### config.mk
export PLATFORM = sky130hd
export DESIGN_NAME = button_chord_edge_detector_unit
export DESIGN_NICKNAME = d
export VERILOG_FILES = /design/src/rtl/core/bcd_pkg.sv /design/src/rtl/core/button_chord_edge_detector_unit.sv /design/src/rtl/core/bcd_cfg.sv /design/src/rtl/core/bcd_front.sv /design/src/rtl/core/bcd_queue.sv /design/src/rtl/core/bcd_back.sv
export VERILOG_INCLUDE_DIRS = /design/src /design/src/rtl/core
export SDC_FILE = /design/constraint.sdc
export NUM_CORES = 1
export LEC_CHECK = 0
export BUFFER_PORTS_ARGS = -buffer_cell sky130_fd_sc_hd__clkbuf_2
export CAP_MARGIN = 20
export CORE_MARGIN = 2
export CORE_UTILIZATION = 40
export CTS_CLUSTER_DIAMETER = 40
export CTS_CLUSTER_SIZE = 20
export DETAILED_ROUTE_END_ITERATION = 12
export PLACE_DENSITY = 0.59
export SYNTH_ARGS = -nofsm -noshare
export SYNTH_HDL_FRONTEND = slang
export SYNTH_SLANG_ARGS = --single-unit
export TNS_END_PERCENT = 50
### constraint.sdc
create_clock -name clk_i -period 2.9 [get_ports clk_i]
set_clock_uncertainty 0.1 [all_clocks]
set_input_delay 0.29 -clock clk_i [delete_from_list [all_inputs] [get_ports clk_i]]
set_output_delay 0.29 -clock clk_i [all_outputs]
set_load 0.05 [all_outputs]
### src/rtl/core/assert_macros.svh
// Assertion macros shared by the RTL files of the chord edge detector.
// Needs clk_i and rst_ni in the scope where a macro is used.
`ifndef ASSERT_MACROS_SVH
`define ASSERT_MACROS_SVH
`ifndef SYNTHESIS
// Property that must hold at every clock edge outside reset
`define BCD_ASSERT(lbl, prop, msg) \
  lbl: assert property (@(posedge clk_i) disable iff (!rst_ni) (prop)) else $error(msg);
// Condition that must never be true outside reset
`define BCD_NEVER(lbl, cond, msg) \
  lbl: assert property (@(posedge clk_i) disable iff (!rst_ni) !(cond)) else $error(msg);
`else
`define BCD_ASSERT(lbl, prop, msg)
`define BCD_NEVER(lbl, cond, msg)
`endif
`endif

### src/rtl/core/bcd_pkg.sv
// Package of the button chord edge detector: sizes, slot and queue types.
// Used by every module under rtl/core; depends on nothing.
package bcd_pkg;

  localparam int SLOT_COUNT  = 8;
  localparam int BUTTON_BITS = 16;
  localparam int PLAYER_BITS = 6;
  localparam int SLOT_BITS   = 3;
  localparam int REG_BITS    = BUTTON_BITS + 1;
  localparam int ADDR_BITS   = SLOT_BITS + 2;
  localparam int APB_BITS    = 32;
  // queue depth, a power of two
  localparam int QUEUE_DEPTH = 2;
  localparam int QPTR_BITS   = (QUEUE_DEPTH > 1) ? $clog2(QUEUE_DEPTH) : 1;
  localparam int QCNT_BITS   = $clog2(QUEUE_DEPTH + 1);

  // packed stream widths
  localparam int IN_DATA_BITS  = 40;
  localparam int OUT_DATA_BITS = 16;

  typedef struct packed {
    logic                   en;
    logic [BUTTON_BITS-1:0] mask;
  } slot_cfg_t;

  // one classified sample waiting for the event sequencer
  typedef struct packed {
    logic [PLAYER_BITS-1:0] player;
    logic [SLOT_COUNT-1:0]  fire;
    logic [SLOT_COUNT-1:0]  press;
  } sample_t;

  typedef struct packed {
    logic full;
    logic valid;
  } queue_stat_t;

endpackage

### src/rtl/core/button_chord_edge_detector_unit.sv
// Button chord edge detector, top level.
// Input stream (s_axis): one button sample per transaction, holding the
// player index, the current and the previous button words. Eight chord
// slots, each a 16-bit mask plus an enable, are set over the APB port.
// Output stream (m_axis): one transaction per chord event, lowest slot
// first; tuser is 1 for a press and 0 for a release, tlast marks the
// final event of a sample. A sample with no event produces nothing.
// Throughput: one event per cycle while the receiver is ready. A sample
// with no event is dropped in its input cycle; one with events holds the
// sequencer, and the two-entry sample queue lets the input keep moving
// while its events drain. A stalled receiver holds the output register;
// the queue then fills and s_axis_tready drops. Reset clears all chord
// slots, the queue and the output register. Slots must be written only
// while no sample is in flight; the block does not enforce this.
// Depends on bcd_pkg, bcd_cfg, bcd_front, bcd_queue, bcd_back.
`include "assert_macros.svh"

module button_chord_edge_detector_unit
  import bcd_pkg::*;
(
  input  logic                     clk_i,
  input  logic                     rst_ni,
  // APB configuration port
  input  logic                     psel,
  input  logic                     penable,
  input  logic                     pwrite,
  input  logic [ADDR_BITS-1:0]     paddr,
  input  logic [APB_BITS-1:0]      pwdata,
  output logic [APB_BITS-1:0]      prdata,
  output logic                     pready,
  // sample stream
  input  logic                     s_axis_tvalid,
  output logic                     s_axis_tready,
  // [5:0] player_index, [21:6] current_buttons, [37:22] previous_buttons
  input  logic [IN_DATA_BITS-1:0]  s_axis_tdata,
  // event stream
  output logic                     m_axis_tvalid,
  input  logic                     m_axis_tready,
  // [5:0] event_player, [8:6] event_slot
  output logic [OUT_DATA_BITS-1:0] m_axis_tdata,
  // [0] event_pressed
  output logic                     m_axis_tuser,
  output logic                     m_axis_tlast
);

  slot_cfg_t              slot_cfg [SLOT_COUNT];
  queue_stat_t            q_stat;
  sample_t                push_data, pop_data;
  logic                   push, pop;
  logic [PLAYER_BITS-1:0] ev_player;
  logic [SLOT_BITS-1:0]   ev_slot;

  bcd_cfg u_cfg (
    .clk_i      (clk_i),
    .rst_ni     (rst_ni),
    .psel       (psel),
    .penable    (penable),
    .pwrite     (pwrite),
    .paddr      (paddr),
    .pwdata     (pwdata),
    .prdata     (prdata),
    .pready     (pready),
    .slot_cfg_o (slot_cfg)
  );

  bcd_front u_front (
    .in_valid_i (s_axis_tvalid),
    .in_ready_o (s_axis_tready),
    .player_i   (s_axis_tdata[PLAYER_BITS-1:0]),
    .now_i      (s_axis_tdata[PLAYER_BITS+BUTTON_BITS-1:PLAYER_BITS]),
    .before_i   (s_axis_tdata[PLAYER_BITS+2*BUTTON_BITS-1:PLAYER_BITS+BUTTON_BITS]),
    .slot_cfg_i (slot_cfg),
    .q_stat_i   (q_stat),
    .push_o     (push),
    .sample_o   (push_data)
  );

  bcd_queue u_queue (
    .clk_i  (clk_i),
    .rst_ni (rst_ni),
    .push_i (push),
    .data_i (push_data),
    .pop_i  (pop),
    .data_o (pop_data),
    .stat_o (q_stat)
  );

  bcd_back u_back (
    .clk_i         (clk_i),
    .rst_ni        (rst_ni),
    .sample_i      (pop_data),
    .q_stat_i      (q_stat),
    .pop_o         (pop),
    .out_valid_o   (m_axis_tvalid),
    .out_ready_i   (m_axis_tready),
    .out_player_o  (ev_player),
    .out_slot_o    (ev_slot),
    .out_pressed_o (m_axis_tuser),
    .out_last_o    (m_axis_tlast)
  );

  assign m_axis_tdata = {{(OUT_DATA_BITS-PLAYER_BITS-SLOT_BITS){1'b0}}, ev_slot, ev_player};

  // an event only ever comes from an enabled slot
  `BCD_ASSERT(a_event_slot_enabled, m_axis_tvalid |-> slot_cfg[ev_slot].en, "event from disabled slot")
  // the queue is never written while full
  `BCD_NEVER(a_queue_overflow, push && q_stat.full, "sample queue overflow")
  // events of one sample come out in ascending slot order
  `BCD_ASSERT(a_slot_order, (m_axis_tvalid && m_axis_tready && !m_axis_tlast) |=> (!m_axis_tvalid || (ev_slot > $past(ev_slot))), "slot order broken")

endmodule

### src/rtl/core/bcd_cfg.sv
// APB register file holding the chord slot masks and enables.
// Depends on bcd_pkg.
module bcd_cfg
  import bcd_pkg::*;
(
  input  logic                  clk_i,
  input  logic                  rst_ni,
  input  logic                  psel,
  input  logic                  penable,
  input  logic                  pwrite,
  input  logic [ADDR_BITS-1:0]  paddr,
  input  logic [APB_BITS-1:0]   pwdata,
  output logic [APB_BITS-1:0]   prdata,
  output logic                  pready,
  output slot_cfg_t             slot_cfg_o [SLOT_COUNT]
);

  logic [REG_BITS-1:0]  slot_q [SLOT_COUNT];
  logic [SLOT_BITS-1:0] idx;
  logic                 wr_en;

  assign pready = 1'b1;
  assign idx    = paddr[ADDR_BITS-1:2];
  assign wr_en  = psel && penable && pwrite;

  // register writes, bits above the enable dropped
  always_ff @(posedge clk_i or negedge rst_ni) begin
    if (!rst_ni) begin
      for (int i = 0; i < SLOT_COUNT; i++) begin
        slot_q[i] <= '0;
      end
    end else if (wr_en) begin
      slot_q[idx] <= pwdata[REG_BITS-1:0];
    end
  end

  // read back
  assign prdata = {{(APB_BITS-REG_BITS){1'b0}}, slot_q[idx]};

  always_comb begin
    for (int i = 0; i < SLOT_COUNT; i++) begin
      slot_cfg_o[i].en   = slot_q[i][BUTTON_BITS];
      slot_cfg_o[i].mask = slot_q[i][BUTTON_BITS-1:0];
    end
  end

endmodule

### src/rtl/core/bcd_front.sv
// Front end: takes a button sample and classifies every slot at once.
// Depends on bcd_pkg; feeds the sample queue.
module bcd_front
  import bcd_pkg::*;
(
  input  logic                   in_valid_i,
  output logic                   in_ready_o,
  input  logic [PLAYER_BITS-1:0] player_i,
  input  logic [BUTTON_BITS-1:0] now_i,
  input  logic [BUTTON_BITS-1:0] before_i,
  input  slot_cfg_t              slot_cfg_i [SLOT_COUNT],
  input  queue_stat_t            q_stat_i,
  output logic                   push_o,
  output sample_t                sample_o
);

  logic [SLOT_COUNT-1:0] held_now;
  logic [SLOT_COUNT-1:0] held_before;

  // per-slot chord state now and before
  always_comb begin
    for (int i = 0; i < SLOT_COUNT; i++) begin
      held_now[i]    = (now_i & slot_cfg_i[i].mask) == slot_cfg_i[i].mask;
      held_before[i] = (before_i & slot_cfg_i[i].mask) == slot_cfg_i[i].mask;
      sample_o.fire[i] = slot_cfg_i[i].en && (held_now[i] != held_before[i]);
    end
    sample_o.press  = held_now;
    sample_o.player = player_i;
  end

  assign in_ready_o = !q_stat_i.full;
  // samples with no event are dropped here
  assign push_o = in_valid_i && in_ready_o && (|sample_o.fire);

endmodule

### src/rtl/core/bcd_queue.sv
// Short queue of classified samples between front end and sequencer.
// Depends on bcd_pkg.
module bcd_queue
  import bcd_pkg::*;
(
  input  logic        clk_i,
  input  logic        rst_ni,
  input  logic        push_i,
  input  sample_t     data_i,
  input  logic        pop_i,
  output sample_t     data_o,
  output queue_stat_t stat_o
);

  sample_t              mem_q [QUEUE_DEPTH];
  logic [QPTR_BITS-1:0] wr_ptr_q, rd_ptr_q;
  logic [QCNT_BITS-1:0] cnt_q;
  logic                 do_push, do_pop;

  assign stat_o.full  = cnt_q == QCNT_BITS'(QUEUE_DEPTH);
  assign stat_o.valid = cnt_q != '0;
  assign do_push = push_i && !stat_o.full;
  assign do_pop  = pop_i && stat_o.valid;
  assign data_o  = mem_q[rd_ptr_q];

  // storage
  always_ff @(posedge clk_i) begin
    if (do_push) begin
      mem_q[wr_ptr_q] <= data_i;
    end
  end

  // pointers and fill count
  always_ff @(posedge clk_i or negedge rst_ni) begin
    if (!rst_ni) begin
      wr_ptr_q <= '0;
      rd_ptr_q <= '0;
      cnt_q    <= '0;
    end else begin
      if (do_push) wr_ptr_q <= wr_ptr_q + 1'b1;
      if (do_pop)  rd_ptr_q <= rd_ptr_q + 1'b1;
      if (do_push && !do_pop) begin
        cnt_q <= cnt_q + 1'b1;
      end else if (do_pop && !do_push) begin
        cnt_q <= cnt_q - 1'b1;
      end
    end
  end

endmodule

### src/rtl/core/bcd_back.sv
// Event sequencer: walks the fired slots of one sample, lowest first,
// one event per cycle into the free output register. Depends on bcd_pkg.
module bcd_back
  import bcd_pkg::*;
(
  input  logic                   clk_i,
  input  logic                   rst_ni,
  input  sample_t                sample_i,
  input  queue_stat_t            q_stat_i,
  output logic                   pop_o,
  output logic                   out_valid_o,
  input  logic                   out_ready_i,
  output logic [PLAYER_BITS-1:0] out_player_o,
  output logic [SLOT_BITS-1:0]   out_slot_o,
  output logic                   out_pressed_o,
  output logic                   out_last_o
);

  logic                   cur_valid_q, cur_valid_d;
  logic [PLAYER_BITS-1:0] cur_player_q, cur_player_d;
  logic [SLOT_COUNT-1:0]  cur_fire_q, cur_fire_d;
  logic [SLOT_COUNT-1:0]  cur_press_q, cur_press_d;

  logic                   out_valid_q, out_valid_d;
  logic [PLAYER_BITS-1:0] out_player_q, out_player_d;
  logic [SLOT_BITS-1:0]   out_slot_q, out_slot_d;
  logic                   out_pressed_q, out_pressed_d;
  logic                   out_last_q, out_last_d;

  logic [SLOT_BITS-1:0]   low_idx;
  logic [SLOT_COUNT-1:0]  rest;
  logic                   is_last, out_free, emit;

  // lowest fired slot of the current sample
  always_comb begin
    low_idx = '0;
    for (int i = SLOT_COUNT - 1; i >= 0; i--) begin
      if (cur_fire_q[i]) low_idx = SLOT_BITS'(i);
    end
  end

  assign rest     = cur_fire_q & (cur_fire_q - 1'b1);
  assign is_last  = rest == '0;
  assign out_free = !out_valid_q || out_ready_i;
  assign emit     = cur_valid_q && out_free;
  assign pop_o    = q_stat_i.valid && (!cur_valid_q || (emit && is_last));

  // current sample and output register next state
  always_comb begin
    cur_valid_d   = cur_valid_q;
    cur_player_d  = cur_player_q;
    cur_fire_d    = cur_fire_q;
    cur_press_d   = cur_press_q;
    out_valid_d   = out_valid_q && !out_ready_i;
    out_player_d  = out_player_q;
    out_slot_d    = out_slot_q;
    out_pressed_d = out_pressed_q;
    out_last_d    = out_last_q;
    if (emit) begin
      out_valid_d   = 1'b1;
      out_player_d  = cur_player_q;
      out_slot_d    = low_idx;
      out_pressed_d = cur_press_q[low_idx];
      out_last_d    = is_last;
      cur_fire_d    = rest;
      cur_valid_d   = !is_last;
    end
    if (pop_o) begin
      cur_valid_d  = 1'b1;
      cur_player_d = sample_i.player;
      cur_fire_d   = sample_i.fire;
      cur_press_d  = sample_i.press;
    end
  end

  always_ff @(posedge clk_i or negedge rst_ni) begin
    if (!rst_ni) begin
      cur_valid_q <= 1'b0;
      out_valid_q <= 1'b0;
    end else begin
      cur_valid_q <= cur_valid_d;
      out_valid_q <= out_valid_d;
    end
  end

  always_ff @(posedge clk_i) begin
    cur_player_q  <= cur_player_d;
    cur_fire_q    <= cur_fire_d;
    cur_press_q   <= cur_press_d;
    out_player_q  <= out_player_d;
    out_slot_q    <= out_slot_d;
    out_pressed_q <= out_pressed_d;
    out_last_q    <= out_last_d;
  end

  assign out_valid_o   = out_valid_q;
  assign out_player_o  = out_player_q;
  assign out_slot_o    = out_slot_q;
  assign out_pressed_o = out_pressed_q;
  assign out_last_o    = out_last_q;

endmodule
# Word-level counts from Yosys, hierarchy flattened
# Memory sizes are Yosys's and may differ from the RTL's.
# Cells that the tools add are included.
[totals]
mem_bits_rw = 44
inputBits = 84
out_inout_bits = 53
mem_count = 1
wordCells = 132
register_bits = 175
[mem_list]
columns = ["name", "words", "width", "rd", "rd_ports_with_merged_regs", "write_ports", "line_no", "rtl"]
rows = [
  ["u_queue.mem_q", 2, 22, 1, 0, 1, "bcd_queue.sv:15", "sample_t mem_q [QUEUE_DEPTH];"],
]
[classes]
n_bitwise = 18
muxes = 25
n_reduce_logical = 35
n_eq_ne = 25
order_cmp = 3
add_sub_neg = 5
[ops]
columns = ["cell", "n"]
rows = [
  ["bitwise AND 16 bit", 16],
  ["== test 16 bit", 16],
  ["bitwise mux 136 bit", 1],
  ["binary-select mux 17 bit (select 3 bit)", 1],
  ["demux 17 bit (select 3 bit)", 1],
  ["2-to-1 mux 17 bit", 3],
  ["2-to-1 mux 3 bit", 8],
  ["logical AND 1 bit", 21],
  ["2-to-1 mux 8 bit", 2],
  ["bitwise AND 8 bit", 1],
  ["logical NOT 8 bit", 1],
  ["!= test 1 bit", 8],
  ["OR reduction 8 bit", 1],
  ["subtractor 8 x 1 -> 8 bit (second input constant)", 1],
  ["logical NOT 1 bit", 7],
  ["2-to-1 mux 1 bit", 6],
  ["nonzero test 2 bit", 3],
  ["greater-or-equal comparator 4 bit (second input constant)", 1],
  ["< comparator 3 x 4 -> 1 bit (second input constant)", 1],
  ["< comparator 4 x 1 -> 1 bit (second input constant)", 1],
  ["2-to-1 mux 2 bit", 2],
  ["inverter 3 -> 4 bit", 1],
  ["binary-select mux 1 bit (select 3 bit)", 1],
  ["adder 1 bit (second input constant)", 2],
  ["4 further kinds", 5],
]

# Longest topological paths before layout
[depth]
word_depth = 11
mapped_depth = 11
depth_no_buf = 10

# Cells and area by module
# Synthesis repeated with hierarchy kept, for this count alone.
[hier_totals]
cells_unflattened = 919
area_unflattened_um2 = 12167.9
[by_module_without_submodules]
columns = ["mod", "seq_area_each_um2", "n_inst", "cells_each", "area_per_inst_um2"]
rows = [
  ["bcd_cfg", 3403.3, 1, 380, 6419.9],
  ["bcd_front", 0.0, 1, 339, 2346.0],
  ["bcd_queue", 1421.4, 1, 87, 1791.7],
  ["bcd_back", 1041.0, 1, 105, 1554.0],
  ["button_chord_edge_detector_unit", 0.0, 1, 8, 56.3],
]

# Least setup slack after synthesis
# OpenSTA, ideal clock, no wires.
[synth_path]
path_type = "register to register"
start = "register u_cfg.slot_q (netlist bit u_cfg.slot_cfg_o[26])"
end = "memory u_queue.mem_q[0][0] (netlist bit), enable pin"
stages_incl_launch_ff = 8
path_buffers = 0
period_less_slack_ns = 3.176
setup_ns = 0.403
required_time_ns = 2.397
arrival_time_ns = 2.672
path_slack_ns = -0.276
cell_sequence = "dfrtp_1 -> nor2b_1 -> a2111oi_0 -> and4_1 -> xor2_1 -> a22oi_1 -> a41oi_2 -> nor2b_1"
[synth_rtl]
columns = ["item", "line_no", "rtl"]
rows = [
  ["start: declaration", "bcd_cfg.sv:18", "logic [REG_BITS-1:0] slot_q [SLOT_COUNT];"],
  ["start signal: indexed assignment", "bcd_cfg.sv:33", "slot_q[idx] <= pwdata[REG_BITS-1:0];"],
  ["end: declaration", "bcd_queue.sv:15", ""],
]

# Worst setup path in the final report
[layout_path]
start = "register u_cfg.slot_q (netlist bit u_cfg.slot_cfg_o[35])"
end = "memory u_queue.mem_q[1][18] (netlist bit), enable pin"
[layout_between]
elab_chain_cells = 9
elab_cells_between_ends = 11
classes_between = "eq/ne: 3; mux: 2; bitwise: 2; reduce/logical: 4"
[layout_rtl]
columns = ["item", "line_no", "rtl"]
rows = [
  ["bitwise AND 16 bit (on tied branches)", "bcd_front.sv:23, bcd_front.sv:24", ""],
  ["== test 16 bit (on tied branches)", "bcd_front.sv:23, bcd_front.sv:24", ""],
  ["!= test 1 bit *", "bcd_front.sv:25", "sample_o.fire[i] = slot_cfg_i[i].en && (held_now[i] != held_before[i]);"],
  ["logical AND 1 bit *", "bcd_front.sv:25", ""],
  ["OR reduction 8 bit *", "bcd_front.sv:33", "assign push_o = in_valid_i && in_ready_o && (|sample_o.fire);"],
  ["logical AND 1 bit *", "bcd_front.sv:33", ""],
  ["logical AND 1 bit *", "bcd_queue.sv:22", "assign do_push = push_i && !stat_o.full;"],
  ["named net u_queue.do_push", "bcd_queue.sv:18", "logic do_push, do_pop;"],
  ["2-to-1 mux 1 bit *", "bcd_queue.sv:28", "if (do_push) begin"],
  ["2-to-1 mux 1 bit (not written as such) *", "bcd_queue.sv:29", "mem_q[wr_ptr_q] <= data_i;"],
]
# The timed path passes the listed nets; every way through them passes the cells marked *.

==> flow_summary.toml <==
[logic_synthesis]
synth_top_family_by_area = "simple AND/OR/NAND/NOR gates"
synthAdderAreaFrac = 0.00200
avgSynthCellArea_um2 = 11.6
yosysWarnings = 0
synth-compound-area-share = 0.123
async_reset_ff_frac = 0.648
synth_edf_count = 77
ys_ff_latch = 219
yosysMostFrequentCell = "dfrtp_1"
ys_seq_area_frac = 0.521
ys.flop_type = "dfrtp_1"
synthCells = 968
syn_area_um2 = 11300
synthXorXnorAreaFrac = 0.0101
synth.top_cells.by_count = "dfrtp_1, nand2b_1, mux2_2"
synth_area_leader_cell = "dfrtp_1"
netlist_top_cells_area = "dfrtp_1, edfxtp_1, mux2_2"
synth_cell_types = 44
synth_top_cell_area_share = 0.316
synth.area.mux_share = 0.136
synthSimpleGateAreaFrac = 0.163

[clock_tree]
numClockSinks = 219
cts_tree = "done"
cts_made_buffers = 35
clk_path_buf_depth = 3
cts-root-buf = "clkbuf_16"
clock_latency_ns = 0.51
path_clk_slew_ns = 0.06
cts_max_level = 2

[setup_path]
cp.arrival_ns = 2.94
end_kind = "flip-flop"
crit_type = "reg -> reg"
reg2reg_setup_slack_ns = 0.06
startpoint = "u_cfg.slot_cfg_o[35]$_DFFE_PN0P_"
r2r-end = "u_queue.mem_q[1][18]$_DFFE_PP_"
crit_path_max_fanout = 22
crit_path_start_kind = "flip-flop"
crit_required_ns = 3.01
reg2reg_from = "u_cfg.slot_cfg_o[35]$_DFFE_PN0P_"
rr_worst_depth = 10

[placement]
place_area_um2 = 12900
dp.cells = 1519
hpwl_mm = 26.4
gp_congestion = 0.992
post-place-ws_ns = -0.334
io_buffers = 94

[hold_path]
min_path_cells = 3
hold_end = "u_cfg.slot_cfg_o[5]$_DFFE_PN0P_"
holdCritPathClass = "in -> reg"
min_from = "pwdata[5]"

[route]
dr.pass1.iters = 5
drt-total-wl_mm = 37.4
drt_iter0_markers = 743
viasPerCell = 5.54
drc = 0
final_antenna_net_count = 0
num_vias = 8879
wl_per_cell_um = 23.3

[sta]
fin_ws_ns = 0.0649
setup_viol = 0
slew_violations = 0
finalCritPeriodShare = 0.978
hold_viol = 0
worstMarginPinSlew_ns = 0.684
fin_crit_ns = 2.84
slew-limit-headroom = 0.544
fmax_mhz = 353

[run]
maxCapViolCount = 0

[floorplan]
die_area_um2 = 29500
dieHeight_um = 172
fp-row-count = 61
dieWidth_um = 172
ios = 137
core_um2 = 27800
floorplan.initialDensity = 0.405

[cells_and_area]
instances_no_fill = 1604
nets = 1286
area_growth_syn_to_layout_pct = 30.1
layout-drive-gt1-share = 0.377
final_area_um2 = 14600

[pwr]
power_frac_clock = 0.358
power_uw = 11900
ir_worst_vdd_mv = 0.557
p_seq_frac = 0.375
p_sw_uw = 3840
p_sw_frac = 0.323
power_leakage_uw = 0.00613
powerDensity_nw_per_um2 = 814
pwr-share-comb = 0.267
p_int_uw = 8070

[status]
status = "finished clean"

[global_routing]
overflow = 0
gr-usage-all-layers = 0.257
grt_pass1_wl_mm = 55.7
grt_max_degree = 68
antenna_found_initial = 2
grt_pass1_vias = 8930
-- kinds of logic after synthesis --
group / count (synthesis)
AO/OA/AOI/OAI: 182
XOR/XNOR: 13
adder cells (fa/ha/maj): 2
buffers and inverters: 104
flip-flops: 219
multiplexers: 136
other: 2
AND/OR/NAND/NOR: 310
-- power groups by stage --
stage	clock network (uW)	logic, uW	registers (uW)
after floorplan	0	1700	4440
after global placement	0	2930	4470
after detailed placement	0	2970	4480
after CTS	4330	3040	4440
after global routing	4460	3410	4520
final	4270	3180	4460
-- sequential cells by signal, summed over array words and instances, names as in the netlist --
| name | cells |
|---|---|
| u_cfg.slot_cfg_o | 136 |
| u_queue.mem_q | 44 |
| u_back.cur_fire_q | 8 |
| u_back.cur_press_q | 8 |
| u_back.cur_player_q | 6 |
| u_back.out_player_o | 6 |
| u_back.out_slot_o | 3 |
| u_queue.cnt_q | 2 |
| u_back.cur_valid_q | 1 |
| u_back.out_last_o | 1 |
| u_back.out_pressed_o | 1 |
| u_back.out_valid_o | 1 |
| u_queue.rd_ptr_q | 1 |
| u_queue.wr_ptr_q | 1 |
-- critical path, cell delays in order (launching register included) --
cell and delay, ns:
dfrtp_1 0.42, buf_4 0.16, nand2b_1 0.13, o2111ai_1 0.23, nor4_2 0.35, buf_4 0.19
xor2_2 0.16, a22oi_2 0.07, a41oi_2 0.31, and2_1 0.22, buf_12 0.18
-- placed cells by master (no fill, tap or decap), types with 4 or more instances in the layout --
cell type,count
nand4_1,17
buf_4,126
clkbuf_2,93
a2111oi_0,6
nor3_1,4
a22oi_1,68
nor2b_1,69
o2111ai_1,32
mux2_2,119
conb_1,23
a2111oi_1,7
mux2i_1,15
o21ai_0,35
a2111oi_2,9
and2_1,10
buf_12,4
nor4_2,5
a21oi_1,4
nand2b_1,123
dfrtp_1,142
o2111a_1,8
nor4_1,4
nor2_2,5
and4_4,7
nor2_1,10
inv_1,44
clkinv_2,5
edfxtp_1,77
xor2_2,5
nand2_1,39
bufinv_16,4
clkbuf_16,37
a22oi_2,4
dlygate4sd3_1,11
-- area by class of cell --
| cell class | instances | area [um2] |
|---|---|---|
| Tap cell | 378 | 473 |
| Inverter | 44 | 165 |
| Multi-Input combinational cell | 666 | 5330 |
| Fill cell | 2512 | 13100 |
| Timing Repair Buffer | 235 | 1610 |
| Antenna cell | 2 | 5.00 |
| Clock buffer | 41 | 961 |
| Clock inverter | 19 | 239 |
| Sequential cell | 219 | 5870 |
-- what timing repair did --
item | in CTS | in global routing
resized for setup | 24 | 50
endpoints found under the hold margin | 83 | 0
hold buffers | 11 | 0
endpoints found under the setup margin | 46 | 46
buffers inserted | 1 | 11
pin swaps | 2 | 21
-- routing by layer --
layer / vias up / wire, um / part of all wire / global-route usage
met5: - / 0 / 0 / 0
met4: 0 / 1290 / 0.034 / 0.104
met3: 86 / 2310 / 0.062 / 0.0354
met2: 371 / 17500 / 0.47 / 0.414
met1: 4436 / 16300 / 0.44 / 0.350
li1: 3986 / - / - / -
-- how the worst max path moves through the flow --
stage                     slack, ns  depth (start not counted)                              to
after floorplan                0.12                          7   u_queue.mem_q[0][0]$_DFFE_PP_
after global placement        -0.30                         10  u_queue.mem_q[0][17]$_DFFE_PP_
after detailed placement      -0.33                         10  u_queue.mem_q[0][18]$_DFFE_PP_
after CTS                     0.003                          9  u_queue.mem_q[0][21]$_DFFE_PP_
after global routing          -0.05                         11    u_queue.cnt_q[1]$_DFFE_PN0P_
final                          0.06                         10  u_queue.mem_q[1][18]$_DFFE_PP_
-- through the flow --
stage / setup TNS [ns] / hold slack (ns) / utilization
final: 0 / 0.0198 / 0.527
after global routing: -1.03 / 0.0386 / 0.527
after CTS: 0 / 0.0133 / 0.516
after detailed placement: -14.26 / 0.249 / 0.466
after global placement: -12.86 / 0.241 / 0.466
after floorplan: 0 / -0.106 / -
No activity file was read; power rests on OpenSTA's default activity.
